--- config.mk ---
export PLATFORM = sky130hd
export DESIGN_NAME = anemometer_period_wind_speed
export DESIGN_NICKNAME = d
export VERILOG_FILES = /design/src/design/awsp_pkg.sv /design/src/design/anemometer_period_wind_speed.sv /design/src/design/awsp_queue.sv /design/src/design/awsp_front.sv /design/src/design/awsp_back.sv
export VERILOG_INCLUDE_DIRS = /design/src /design/src/design
export SDC_FILE = /design/constraint.sdc
export NUM_CORES = 2
export LEC_CHECK = 0
export ABC_AREA = 0
export BUFFER_PORTS_ARGS = -buffer_cell sky130_fd_sc_hd__buf_4
export CAP_MARGIN = 5
export CORE_MARGIN = 2
export CORE_UTILIZATION = 40
export CTS_BUF_LIST = sky130_fd_sc_hd__clkbuf_2
export DETAILED_ROUTE_END_ITERATION = 8
export SYNTH_ARGS = -nofsm -noshare
export SYNTH_HDL_FRONTEND = slang
export SYNTH_SLANG_ARGS = --single-unit
--- constraint.sdc ---
create_clock -name clock -period 7.25 [get_ports clock]
set_clock_uncertainty 0.2 [all_clocks]
set_input_delay 0.725 -clock clock [delete_from_list [all_inputs] [get_ports clock]]
set_output_delay 0.725 -clock clock [all_outputs]
set_load 0.01 [all_outputs]
--- src/design/assert_macros.svh ---
// Assertion macros shared by the queue, front end and back end design files
`ifndef ASSERT_MACROS_SVH
`define ASSERT_MACROS_SVH
`ifndef SYNTHESIS
// Same-cycle implication, disabled during reset
`define AWSP_ASSERT_IMP(lbl, clk, rst, ante, cons, msg) \
   lbl: assert property (@(posedge clk) disable iff (rst) (ante) |-> (cons)) else $error(msg);
// Next-cycle implication, disabled during reset
`define AWSP_ASSERT_NXT(lbl, clk, rst, ante, cons, msg) \
   lbl: assert property (@(posedge clk) disable iff (rst) (ante) |=> (cons)) else $error(msg);
`else
`define AWSP_ASSERT_IMP(lbl, clk, rst, ante, cons, msg)
`define AWSP_ASSERT_NXT(lbl, clk, rst, ante, cons, msg)
`endif
`endif

--- src/design/awsp_pkg.sv ---
// Types, constants and helpers for the anemometer wind speed block
`default_nettype none
package awsp_pkg;

   localparam int TIME_W  = 32;
   localparam int DEB_W   = 8;
   localparam int SCALE_W = 16;
   localparam int COUNT_W = 16;
   localparam int SPEED_W = 20;
   localparam int CSR_DATA_W = 16;

   // Average numerator is scale * count * 100
   localparam int MULT_W = 7;
   localparam int PROD_W = SCALE_W + COUNT_W;
   localparam int NUM_W  = PROD_W + MULT_W;
   localparam int STEP_W = $clog2(NUM_W);

   localparam logic [MULT_W-1:0]  SPEED_MULT    = MULT_W'(100);
   localparam logic [COUNT_W-1:0] COUNT_MAX     = '1;
   localparam logic [SPEED_W-1:0] SPEED_MAX     = '1;
   localparam logic [DEB_W-1:0]   DEBOUNCE_RST  = DEB_W'(10);
   localparam logic [SCALE_W-1:0] SCALE_RST     = SCALE_W'(1492);
   localparam logic [TIME_W-1:0]  PERIOD_NONE   = '1;

   typedef enum logic {
      OP_EDGE    = 1'b0,
      OP_READOUT = 1'b1
   } op_type;

   typedef enum logic [0:0] {
      CSR_DEBOUNCE = 1'b0,
      CSR_SCALE    = 1'b1
   } csr_index_type;

   typedef struct packed {
      op_type            opcode;
      logic [TIME_W-1:0] time_ms;
   } req_type;

   typedef struct packed {
      logic [SPEED_W-1:0] avg_speed_centi_mph;
      logic [SPEED_W-1:0] gust_speed_centi_mph;
      logic [COUNT_W-1:0] periods_used;
   } rsp_type;

   // Snapshot of one readout window handed to the back end
   typedef struct packed {
      logic [COUNT_W-1:0] count;
      logic [TIME_W-1:0]  sum;
      logic [TIME_W-1:0]  shortest;
      logic [SCALE_W-1:0] scale;
   } job_type;

   typedef struct packed {
      logic full;
      logic empty;
   } q_status_type;

   typedef enum logic [2:0] {
      BK_IDLE,
      BK_MUL,
      BK_LOAD_AVG,
      BK_DIV_AVG,
      BK_LOAD_GUST,
      BK_DIV_GUST,
      BK_FINISH
   } bk_state_type;

   // Clamp a quotient to the speed range; a zero divisor saturates
   function automatic logic [SPEED_W-1:0] sat_speed(logic [NUM_W-1:0] quot,
                                                   logic den_zero);
      logic [SPEED_W-1:0] res;
      if (den_zero || (|quot[NUM_W-1:SPEED_W])) begin
         res = SPEED_MAX;
      end else begin
         res = quot[SPEED_W-1:0];
      end
      return res;
   endfunction

endpackage
`default_nettype wire

--- src/design/anemometer_period_wind_speed.sv ---
// Top level of the anemometer period wind speed block
// Edge transactions are taken one per cycle when the input is not stalled and
// fold their period into the window accumulators at once; they produce no
// result. A readout transaction snapshots the window into a two-entry job
// queue, and the back end turns each job into one result: a multiply stage,
// a 39-step restoring division for the average speed and a second 39-step pass
// of the same divider for the gust speed, then the output register. A readout
// of an empty window skips both divisions. The input stalls only while two
// readouts are queued; the output register lets the back end compute the next
// job while a result waits to be taken. There is no clearing pass.
`default_nettype none
module anemometer_period_wind_speed (
   input  wire logic                                 clock,
   input  wire logic                                 reset,
   input  wire logic                                 req_valid,
   output logic                                      req_stall,
   input  wire awsp_pkg::req_type                    req_payload,
   output logic                                      rsp_valid,
   input  wire logic                                 rsp_stall,
   output awsp_pkg::rsp_type                         rsp_payload,
   input  wire logic                                 csr_wr_en,
   input  wire awsp_pkg::csr_index_type              csr_index,
   input  wire logic [awsp_pkg::CSR_DATA_W-1:0]      csr_wr_data
);
   import awsp_pkg::*;

   logic         push;
   job_type      push_job;
   logic         pop;
   job_type      head;
   q_status_type q_status;

   awsp_front u_front (
      .clock       (clock),
      .reset       (reset),
      .req_valid   (req_valid),
      .req_stall   (req_stall),
      .req_payload (req_payload),
      .csr_wr_en   (csr_wr_en),
      .csr_index   (csr_index),
      .csr_wr_data (csr_wr_data),
      .push        (push),
      .push_job    (push_job),
      .q_status    (q_status)
   );

   awsp_queue u_queue (
      .clock    (clock),
      .reset    (reset),
      .push     (push),
      .push_job (push_job),
      .pop      (pop),
      .head     (head),
      .status   (q_status)
   );

   awsp_back u_back (
      .clock       (clock),
      .reset       (reset),
      .q_status    (q_status),
      .q_head      (head),
      .q_pop       (pop),
      .rsp_valid   (rsp_valid),
      .rsp_stall   (rsp_stall),
      .rsp_payload (rsp_payload)
   );

endmodule
`default_nettype wire

--- src/design/awsp_queue.sv ---
// Two-entry queue of readout jobs between front and back end
`default_nettype none
`include "assert_macros.svh"
module awsp_queue (
   input  wire logic                 clock,
   input  wire logic                 reset,
   input  wire logic                 push,
   input  wire awsp_pkg::job_type    push_job,
   input  wire logic                 pop,
   output awsp_pkg::job_type         head,
   output awsp_pkg::q_status_type    status
);
   import awsp_pkg::*;

   localparam int DEPTH = 2;
   localparam int PTR_W = $clog2(DEPTH);
   localparam int CNT_W = $clog2(DEPTH + 1);

   job_type            entry_ff [DEPTH];
   logic [PTR_W-1:0]   wr_ptr_ff, wr_ptr_in;
   logic [PTR_W-1:0]   rd_ptr_ff, rd_ptr_in;
   logic [CNT_W-1:0]   cnt_ff, cnt_in;

   // Status and head entry
   assign status.full  = (cnt_ff == CNT_W'(DEPTH));
   assign status.empty = (cnt_ff == '0);
   assign head         = entry_ff[rd_ptr_ff];

   // Advance pointers and fill count
   always_comb begin
      wr_ptr_in = push ? PTR_W'(wr_ptr_ff + 1'b1) : wr_ptr_ff;
      rd_ptr_in = pop  ? PTR_W'(rd_ptr_ff + 1'b1) : rd_ptr_ff;
      cnt_in    = cnt_ff;
      if (push && !pop) begin
         cnt_in = CNT_W'(cnt_ff + 1'b1);
      end else if (pop && !push) begin
         cnt_in = CNT_W'(cnt_ff - 1'b1);
      end
   end

   always_ff @(posedge clock) begin
      if (reset) begin
         wr_ptr_ff <= '0;
         rd_ptr_ff <= '0;
         cnt_ff    <= '0;
      end else begin
         wr_ptr_ff <= wr_ptr_in;
         rd_ptr_ff <= rd_ptr_in;
         cnt_ff    <= cnt_in;
      end
   end

   // Store the pushed job
   always_ff @(posedge clock) begin
      if (push) begin
         entry_ff[wr_ptr_ff] <= push_job;
      end
   end

   `AWSP_ASSERT_IMP(a_no_push_full, clock, reset, push, !status.full || pop, "push into full queue")
   `AWSP_ASSERT_IMP(a_no_pop_empty, clock, reset, pop, !status.empty, "pop from empty queue")
   `AWSP_ASSERT_NXT(a_push_fills, clock, reset, push && !pop, !status.empty, "pushed job lost")
   `AWSP_ASSERT_IMP(a_cnt_range, clock, reset, 1'b1, cnt_ff <= CNT_W'(DEPTH), "queue overfilled")

endmodule
`default_nettype wire

--- src/design/awsp_front.sv ---
// Front end: configuration, edge classification, accumulators, readout snapshots
`default_nettype none
`include "assert_macros.svh"
module awsp_front (
   input  wire logic                                 clock,
   input  wire logic                                 reset,
   input  wire logic                                 req_valid,
   output logic                                      req_stall,
   input  wire awsp_pkg::req_type                    req_payload,
   input  wire logic                                 csr_wr_en,
   input  wire awsp_pkg::csr_index_type              csr_index,
   input  wire logic [awsp_pkg::CSR_DATA_W-1:0]      csr_wr_data,
   output logic                                      push,
   output awsp_pkg::job_type                         push_job,
   input  wire awsp_pkg::q_status_type               q_status
);
   import awsp_pkg::*;

   logic [DEB_W-1:0]   debounce_ff, debounce_in;
   logic [SCALE_W-1:0] scale_ff, scale_in;
   logic               have_ff, have_in;
   logic [TIME_W-1:0]  last_ff, last_in;
   logic [TIME_W-1:0]  shortest_ff, shortest_in;
   logic [TIME_W-1:0]  sum_ff, sum_in;
   logic [COUNT_W-1:0] count_ff, count_in;

   logic               accept;
   logic [TIME_W-1:0]  period;
   logic               bounce;
   logic [TIME_W:0]    sum_wide;

   // Readouts wait while the queue is full; hold everything then
   assign req_stall = q_status.full;
   assign accept    = req_valid && !req_stall;

   assign period   = req_payload.time_ms - last_ff;
   assign bounce   = have_ff && (period < TIME_W'(debounce_ff));
   assign sum_wide = {1'b0, sum_ff} + {1'b0, period};

   // Configuration writes
   always_comb begin
      debounce_in = debounce_ff;
      scale_in    = scale_ff;
      if (csr_wr_en) begin
         case (csr_index)
            CSR_DEBOUNCE: debounce_in = csr_wr_data[DEB_W-1:0];
            CSR_SCALE:    scale_in    = csr_wr_data[SCALE_W-1:0];
            default:      debounce_in = debounce_ff;
         endcase
      end
   end

   // Update accumulators on edges, clear them on readout
   always_comb begin
      have_in     = have_ff;
      last_in     = last_ff;
      shortest_in = shortest_ff;
      sum_in      = sum_ff;
      count_in    = count_ff;
      if (accept) begin
         case (req_payload.opcode)
            OP_EDGE: begin
               if (!bounce) begin
                  if (have_ff) begin
                     if (period < shortest_ff) begin
                        shortest_in = period;
                     end
                     sum_in   = sum_wide[TIME_W] ? '1 : sum_wide[TIME_W-1:0];
                     count_in = (count_ff == COUNT_MAX) ? count_ff
                                                        : COUNT_W'(count_ff + 1'b1);
                  end
                  have_in = 1'b1;
                  last_in = req_payload.time_ms;
               end
            end
            OP_READOUT: begin
               shortest_in = PERIOD_NONE;
               sum_in      = '0;
               count_in    = '0;
            end
            default: have_in = have_ff;
         endcase
      end
   end

   // Hand the window snapshot to the queue
   assign push              = accept && (req_payload.opcode == OP_READOUT);
   assign push_job.count    = count_ff;
   assign push_job.sum      = sum_ff;
   assign push_job.shortest = shortest_ff;
   assign push_job.scale    = scale_ff;

   always_ff @(posedge clock) begin
      if (reset) begin
         debounce_ff <= DEBOUNCE_RST;
         scale_ff    <= SCALE_RST;
         have_ff     <= 1'b0;
         last_ff     <= '0;
         shortest_ff <= PERIOD_NONE;
         sum_ff      <= '0;
         count_ff    <= '0;
      end else begin
         debounce_ff <= debounce_in;
         scale_ff    <= scale_in;
         have_ff     <= have_in;
         last_ff     <= last_in;
         shortest_ff <= shortest_in;
         sum_ff      <= sum_in;
         count_ff    <= count_in;
      end
   end

   `AWSP_ASSERT_IMP(a_empty_window, clock, reset, count_ff == '0, (sum_ff == '0) && (shortest_ff == PERIOD_NONE), "empty window not clean")
   `AWSP_ASSERT_NXT(a_readout_clears, clock, reset, push, count_ff == '0, "readout did not clear count")
   `AWSP_ASSERT_IMP(a_count_needs_edge, clock, reset, count_ff != '0, have_ff, "period counted before first edge")

endmodule
`default_nettype wire

--- src/design/awsp_back.sv ---
// Back end: speed computation with a shared restoring divider and output register
`default_nettype none
`include "assert_macros.svh"
module awsp_back (
   input  wire logic                 clock,
   input  wire logic                 reset,
   input  wire awsp_pkg::q_status_type q_status,
   input  wire awsp_pkg::job_type    q_head,
   output logic                      q_pop,
   output logic                      rsp_valid,
   input  wire logic                 rsp_stall,
   output awsp_pkg::rsp_type         rsp_payload
);
   import awsp_pkg::*;

   localparam logic [STEP_W-1:0] LAST_STEP = STEP_W'(NUM_W - 1);

   bk_state_type       state_ff, state_in;
   logic               rsp_valid_ff, rsp_valid_in;
   rsp_type            rsp_payload_ff;
   job_type            job_ff;
   logic [PROD_W-1:0]  prod_ff;
   logic [NUM_W-1:0]   num_ff;
   logic [TIME_W-1:0]  den_ff;
   logic [TIME_W-1:0]  rem_ff;
   logic [STEP_W-1:0]  step_ff;
   logic [SPEED_W-1:0] avg_ff;

   logic               out_free;
   logic               out_load;
   logic               last_step;
   logic [TIME_W:0]    shifted;
   logic [TIME_W:0]    diff;
   logic               fits;
   logic [NUM_W-1:0]   num_in;
   logic [TIME_W-1:0]  rem_in;

   assign out_free  = !rsp_valid_ff || !rsp_stall;
   assign last_step = (step_ff == LAST_STEP);

   // One restoring division step: bring down a numerator bit, try the divisor
   assign shifted = {rem_ff, num_ff[NUM_W-1]};
   assign diff    = shifted - {1'b0, den_ff};
   assign fits    = (shifted >= {1'b0, den_ff});
   assign rem_in  = fits ? diff[TIME_W-1:0] : shifted[TIME_W-1:0];
   assign num_in  = {num_ff[NUM_W-2:0], fits};

   // Next state
   always_comb begin
      state_in = state_ff;
      case (state_ff)
         BK_IDLE:      if (!q_status.empty) state_in = BK_MUL;
         BK_MUL:       state_in = (job_ff.count == '0) ? BK_FINISH : BK_LOAD_AVG;
         BK_LOAD_AVG:  state_in = BK_DIV_AVG;
         BK_DIV_AVG:   if (last_step) state_in = BK_LOAD_GUST;
         BK_LOAD_GUST: state_in = BK_DIV_GUST;
         BK_DIV_GUST:  if (last_step) state_in = BK_FINISH;
         BK_FINISH:    if (out_free) state_in = BK_IDLE;
         default:      state_in = BK_IDLE;
      endcase
   end

   // Control outputs
   always_comb begin
      q_pop    = 1'b0;
      out_load = 1'b0;
      case (state_ff)
         BK_IDLE:   q_pop    = !q_status.empty;
         BK_FINISH: out_load = out_free;
         default:   q_pop    = 1'b0;
      endcase
   end

   assign rsp_valid_in = out_load || (rsp_valid_ff && rsp_stall);

   always_ff @(posedge clock) begin
      if (reset) begin
         state_ff     <= BK_IDLE;
         rsp_valid_ff <= 1'b0;
      end else begin
         state_ff     <= state_in;
         rsp_valid_ff <= rsp_valid_in;
      end
   end

   // Datapath: multiply, divide twice unless the window is empty, then load the result register
   always_ff @(posedge clock) begin
      case (state_ff)
         BK_IDLE: begin
            if (q_pop) begin
               job_ff <= q_head;
            end
         end
         BK_MUL: begin
            prod_ff <= PROD_W'(job_ff.scale) * PROD_W'(job_ff.count);
         end
         BK_LOAD_AVG: begin
            num_ff  <= NUM_W'(prod_ff) * NUM_W'(SPEED_MULT);
            den_ff  <= job_ff.sum;
            rem_ff  <= '0;
            step_ff <= '0;
         end
         BK_DIV_AVG, BK_DIV_GUST: begin
            num_ff  <= num_in;
            rem_ff  <= rem_in;
            step_ff <= STEP_W'(step_ff + 1'b1);
         end
         BK_LOAD_GUST: begin
            avg_ff  <= sat_speed(num_ff, den_ff == '0);
            num_ff  <= NUM_W'(job_ff.scale) * NUM_W'(SPEED_MULT);
            den_ff  <= job_ff.shortest;
            rem_ff  <= '0;
            step_ff <= '0;
         end
         BK_FINISH: begin
            if (out_load) begin
               if (job_ff.count == '0) begin
                  rsp_payload_ff <= '0;
               end else begin
                  rsp_payload_ff.avg_speed_centi_mph  <= avg_ff;
                  rsp_payload_ff.gust_speed_centi_mph <= sat_speed(num_ff, den_ff == '0);
                  rsp_payload_ff.periods_used         <= job_ff.count;
               end
            end
         end
         default: begin
            step_ff <= step_ff;
         end
      endcase
   end

   assign rsp_valid   = rsp_valid_ff;
   assign rsp_payload = rsp_payload_ff;

   `AWSP_ASSERT_IMP(a_zero_window, clock, reset, rsp_valid_ff && (rsp_payload_ff.periods_used == '0), (rsp_payload_ff.avg_speed_centi_mph == '0) && (rsp_payload_ff.gust_speed_centi_mph == '0), "empty window gave nonzero speed")
   `AWSP_ASSERT_NXT(a_avg_to_gust, clock, reset, (state_ff == BK_DIV_AVG) && last_step, state_ff == BK_LOAD_GUST, "average division did not hand over")
   `AWSP_ASSERT_NXT(a_load_shows, clock, reset, out_load, rsp_valid_ff, "result load lost")
   `AWSP_ASSERT_IMP(a_no_overwrite, clock, reset, out_load, !rsp_valid_ff || !rsp_stall, "pending result overwritten")

endmodule
`default_nettype wire
# ---- After elaboration in Yosys (flattened, before gate mapping)
# Memory sizes are Yosys's and may differ from the RTL's. A register that Yosys moved wholly into a read port is not among the register bits.
# Cells that the tools add are included.
dict set report word_totals {
  regBits 362
  mem_bits_rw 192
  input_bits 55
  output_inout_bits 58
  elab_cells 122
  mem_count 1
}
# memory depth word_bits rd rd_clocked_by_memory_dff write_ports line_no
set memory_table {}
lappend memory_table {u_queue.entry_ff 2 96 1 1 1 awsp_queue.sv:19} ;# job_type entry_ff [DEPTH];
dict set report op_classes {
  addsub 9
  mul 3
  magnitude_cmp 3
  eq_ne 17
  muxes 30
  bitwise 3
  reduce_logical 35
}
# op n
set op_table {}
lappend op_table {{32-bit case mux with 2 select lines} 4}
lappend op_table {{32-bit two-way mux} 7}
lappend op_table {{39-bit case mux with 3 select lines} 1}
lappend op_table {{32-bit subtractor} 2}
lappend op_table {{16-bit two-way mux} 3}
lappend op_table {{32-bit by 5-bit multiplier with 37-bit output, second input constant} 1}
lappend op_table {{32-bit by 32-bit adder with 33-bit output} 1}
lappend op_table {{33-bit by 32-bit >= comparator with 1-bit output} 1}
lappend op_table {{32-bit zero test} 1}
lappend op_table {{32-bit less-than comparator} 1}
lappend op_table {{32-bit by 8-bit less-than comparator with 1-bit output} 1}
lappend op_table {{16-bit by 16-bit multiplier with 32-bit output} 1}
lappend op_table {{16-bit case mux with 2 select lines} 1}
lappend op_table {{16-bit by 5-bit multiplier with 21-bit output, second input constant} 1}
lappend op_table {{3-bit case mux with 7 select lines} 1}
lappend op_table {{20-bit two-way mux} 1}
lappend op_table {{19-bit OR reduction} 1}
lappend op_table {{16-bit by 1-bit adder with 16-bit output, second input constant} 1}
lappend op_table {{16-bit equality test, second input constant} 1}
lappend op_table {{16-bit zero test} 1}
lappend op_table {{3-bit two-way mux} 5}
lappend op_table {{6-bit case mux with 2 select lines} 1}
lappend op_table {{4-bit AND reduction} 3}
lappend op_table {{2-bit by 1-bit != test with 1-bit output, second input constant} 5}
lappend op_table {{23 further kinds} 54}

# ---- Longest topological paths before layout
dict set report depth {
  word_depth 8
  mapped_depth 27
  mapped_depth_nobuf 26
}

# ---- Modules after synthesis
# From an unflattened synthesis, not the netlist that was laid out.
dict set report unflattened {
  hier_cells 4132
  hier_area_um2 44182.4
}
# mod instances cells_each area_per_inst_um2
set modules_own_cells {}
lappend modules_own_cells {awsp_back 1 2572 27083.5}
lappend modules_own_cells {awsp_front 1 1239 9765.6}
lappend modules_own_cells {awsp_queue 1 321 7333.3}

# ---- Least setup slack after synthesis
# OpenSTA, ideal clock, no wires.
dict set report synth_timing {
  path_kind {reg-to-reg}
  from {reg u_back.job_ff[83] in the netlist's numbering}
  to {reg u_back.prod_ff[31], data pin}
  setup_ns 0.260
  arrival_ns 6.336
  required_time_ns 6.790
  setup_slack_ns 0.454
  path_stages_with_launch 25
  path_buffers 2
  period_less_slack_ns 6.796
  cell_sequence {edfxtp_1 -> clkbuf_1 -> clkbuf_1 -> nand2_1 -> fa_1 -> fa_1 -> fa_1 -> inv_1 -> ha_1 -> fa_1 -> inv_1 -> fa_1 -> inv_1 -> ha_1 -> a211o_1 -> a211oi_1 -> o31ai_1 -> a31oi_1 -> o31ai_1 -> o21a_1 -> o21a_1 -> or2_2 -> a211o_1 -> a21oi_1 -> xnor2_1}
}
dict set report synth_via {
  elab_chain_cells 1
}
# item line_no
set synth_lines {}
lappend synth_lines {{start, declared} awsp_back.sv:21} ;# job_type job_ff;
lappend synth_lines {{start signal, assigned} awsp_back.sv:91} ;# job_ff <= q_head;
lappend synth_lines {{16-bit by 16-bit multiplier with 32-bit output} awsp_back.sv:95} ;# prod_ff <= PROD_W'(job_ff.scale) * PROD_W'(job_ff.count);
lappend synth_lines {{end signal, assigned} awsp_back.sv:95}
lappend synth_lines {{end, declared} awsp_back.sv:22} ;# logic [PROD_W-1:0] prod_ff;
# Every way passes these cells.
# A chain may end at the register's enable or synchronous reset.

# ---- Final worst setup path
dict set report layout_timing {
  from {reg u_back.job_ff[85] in the netlist's numbering}
  to {reg u_back.prod_ff[31], data pin}
}
# The elaborated chain is that of the path after synthesis.

==> impl_metrics.json <==
{
  "worstMarginPinSlew_ns": 0.9829,
  "start_kind": "register",
  "synth_compound_area_share_pct": 10.01,
  "synth_ff_type": "edfxtp_1",
  "overflow": 0,
  "ys_top_cells_by_area": "edfxtp_1 (35%), ha_1 (11%), fa_1 (11%), dfxtp_1 (6.7%), inv_1 (5.0%)",
  "synth_top_family_by_area": "adder cells",
  "cp-end-kind": "register",
  "synth_xor_area_share_pct": 2.813,
  "postRouteAntennaNets": 0,
  "top_layer": "met4",
  "dp.cells": 5634,
  "die_height_um": 334.1,
  "drtIter0Drc": 1995,
  "drive_gt1_share_pct": 14.00,
  "core_um2": 108400,
  "grt_antenna_before_repair": 3,
  "synth_top_area_cell": "edfxtp_1",
  "grt_max_degree": 81,
  "grt_pass1_vias": 31760,
  "rsz0062_at_grt": "false",
  "ys_warn_count": 0,
  "syn_nets": 4870,
  "fin_util_pct": 46.11,
  "vias": 30910,
  "synth_fa_ha_area_share_pct": 22.07,
  "drt-pass1-iter-count": 5,
  "ios": 113,
  "synthArstFlopShare_pct": 0,
  "io_buffers": 112,
  "fin_setup_tns_ns": 0,
  "synth_mux_area_share_pct": 3.493,
  "viasPerCell": 5.018,
  "setup_viol": 0,
  "hp-start": "u_front.scale_ff[13]$_SDFFE_PP0P_",
  "fmax_ghz": 0.1446,
  "status": "complete, no violations",
  "avgRoutedWirePerCell_um": 16.92,
  "ys_types": 80,
  "cts_inserted_buffers": 176,
  "syn2layout_area_growth_pct": 14.66,
  "initial_core_util_pct": 40.21,
  "startpoint": "u_back.job_ff[85]$_DFFE_PP_",
  "cp_max_fo": 9,
  "synth_edf_count": 505,
  "min_period_over_period_pct": 95.38,
  "path_clk_slew_ns": 0.09,
  "clock_tree.buffer_depth": 3,
  "met2_length_um": 47770,
  "cts_tree": "yes",
  "wl_met3_um": 5233,
  "syn_area_per_cell_um2": 10.41,
  "grt_pass1_wl_um": 167500,
  "worst_ep_required_time_ns": 8.17,
  "reg2reg_from": "u_back.job_ff[85]$_DFFE_PP_",
  "finalMaxSlewViolations": 0,
  "synth.top_cell.area_share_pct": 34.79,
  "ys_ff_latch": 650,
  "die_w_um": 334.1,
  "cts-root-buf": "clkbuf_2",
  "slew_headroom_pct": 34.47,
  "finalHoldViolCount": 0,
  "fin_crit_ns": 6.915,
  "die-area_um2": 111600,
  "netlist_area_um2": 43590,
  "worstSetupPathType": "reg -> reg",
  "postSynthCellCount": 4187,
  "post-dp-hpwl_um": 76200,
  "fill_cells": 10270,
  "fin_hold_ws_ns": 0.2590,
  "wl_met1_um": 48700,
  "drt-total-wl_um": 104200,
  "drv_cap": 0,
  "hold_path_class": "reg -> reg",
  "clkSinkCount": 650,
  "final_nets": 5282,
  "gp_congestion": 0.8576,
  "synth_simple_gate_area_share_pct": 13.65,
  "drc": 0,
  "grt_usage_pct": 18.89,
  "rows": 121,
  "final_cell_count_no_fill": 6160,
  "htree_levels": 4,
  "clock_latency_ns": 1.46,
  "synth_seq_area_share_pct": 41.45,
  "crit_arrival_ns": 7.84
}
[placed cells by master, fill, tap and decap left out, types with 45 or more instances in the layout]
cell	Yosys	final
inv_1	576	574
edfxtp_1	505	505
nand2_1	395	395
ha_1	393	393
nor2_1	281	279
clkbuf_2	0	250
fa_1	235	235
a21oi_1	216	214
dlygate4sd3_1	0	196
buf_4	2	192
and2_1	191	190
dfxtp_1	145	144
o21ai_0	142	140
mux2_2	97	97
xnor2_1	84	84
a21o_1	73	73
xor2_1	56	54
nor3_1	52	52
clkinv_1	1	45
[path summary, 6_finish.rpt]
kind | endpoint | slack [ns] | cells after the start
worst max register to register | u_back.prod_ff[31]$_DFFE_PP_ | 0.33 | 23
worst min-delay path | u_queue.entry_ff[1][13]$_DFFE_PP_ | 0.26 | 0
worst max-delay path | u_back.prod_ff[31]$_DFFE_PP_ | 0.33 | 23
worst min register to register | u_queue.entry_ff[1][13]$_DFFE_PP_ | 0.26 | 0
[per-layer routing]
metal	track usage (%)	up-vias
li1	-	15270
met1	25.12	14810
met2	30.78	668
met3	3.879	167
met4	6.163	0
met5	0	-
[synth_stat cells, drive strengths merged (7+ instances only)]
| cell | number |
|---|---|
| a2111oi | 9 |
| a211o | 14 |
| a211oi | 32 |
| a21boi | 11 |
| a21o | 73 |
| a21oi | 217 |
| a22oi | 7 |
| a31o | 7 |
| a31oi | 14 |
| and2 | 192 |
| and3 | 21 |
| buf | 34 |
| clkbuf | 123 |
| dfxtp | 145 |
| edfxtp | 505 |
| fa | 235 |
| ha | 393 |
| inv | 577 |
| mux2 | 97 |
| mux2i | 43 |
| nand2 | 397 |
| nand2b | 25 |
| nand3 | 40 |
| nand3b | 8 |
| nand4 | 34 |
| nor2 | 281 |
| nor2b | 23 |
| nor3 | 82 |
| nor4 | 20 |
| o211ai | 10 |
| o21a | 34 |
| o21ai | 150 |
| o21bai | 16 |
| o221ai | 7 |
| o22ai | 8 |
| o31ai | 14 |
| or2 | 31 |
| or3 | 29 |
| or4 | 10 |
| xnor2 | 84 |
| xor2 | 56 |
[layout make-up]
cell class                 count  area (um^2)  share of cell area [%]
antenna                        2        5.005                 0.01001
sequential                   650        18070                   36.16
tap                         1414         1769                   3.540
clock buffer                 250         1251                   2.503
clock inverter                73        457.9                  0.9163
timing repair buffer         391         3463                   6.930
inverter                     578         2171                   4.343
multi-input combinational   2802        22790                   45.60
[state kept, by name, indices dropped and copies added (netlist names), 39 cells and up]
name / count
u_back.job_ff: 96
u_back.num_ff: 39
u_back.rsp_payload: 56
u_queue.entry_ff: 192
[kinds of logic after synthesis]
logic type               Yosys count
multiplexers                     140
flip-flops                       650
adder cells (fa/ha/maj)          628
AND/OR/NAND/NOR                 1212
buffers and inverters            735
AO/OA/AOI/OAI                    682
XOR/XNOR                         140
[worst max-delay path: stages (launching register included)]
cell	delay, ns
edfxtp_1	0.53
and2_1	0.24
fa_1	0.51
inv_1	0.06
fa_1	0.50
fa_1	0.51
inv_1	0.04
ha_1	0.30
fa_1	0.54
inv_1	0.06
fa_1	0.52
inv_1	0.04
ha_1	0.30
a211o_1	0.29
a211oi_2	0.26
o31ai_1	0.18
a31oi_2	0.23
o31ai_1	0.13
o21a_1	0.19
o21a_1	0.19
or2_2	0.33
a211o_1	0.26
a21oi_1	0.17
xnor2_1	0.07
[timing repair]
item	in CTS	in global routing
resized for setup	0	4
hold buffers	196	0
setup buffers	0	5
setup endpoints to repair	0	8
hold endpoints to repair	283	0
[stage by stage]
step,worst slack (ns),area (um^2)
6_report,0.3348,49980
5_1_grt,0.04483,49980
4_1_cts,0.06851,49920
3_5_place_dp,0.1013,46250
3_3_place_gp,0.1420,46250
2_1_floorplan,0.4541,43590
Power is left out: the tool's default activity adds up to more than one toggle a clock period on the data nets, which glitch-free logic cannot reach.
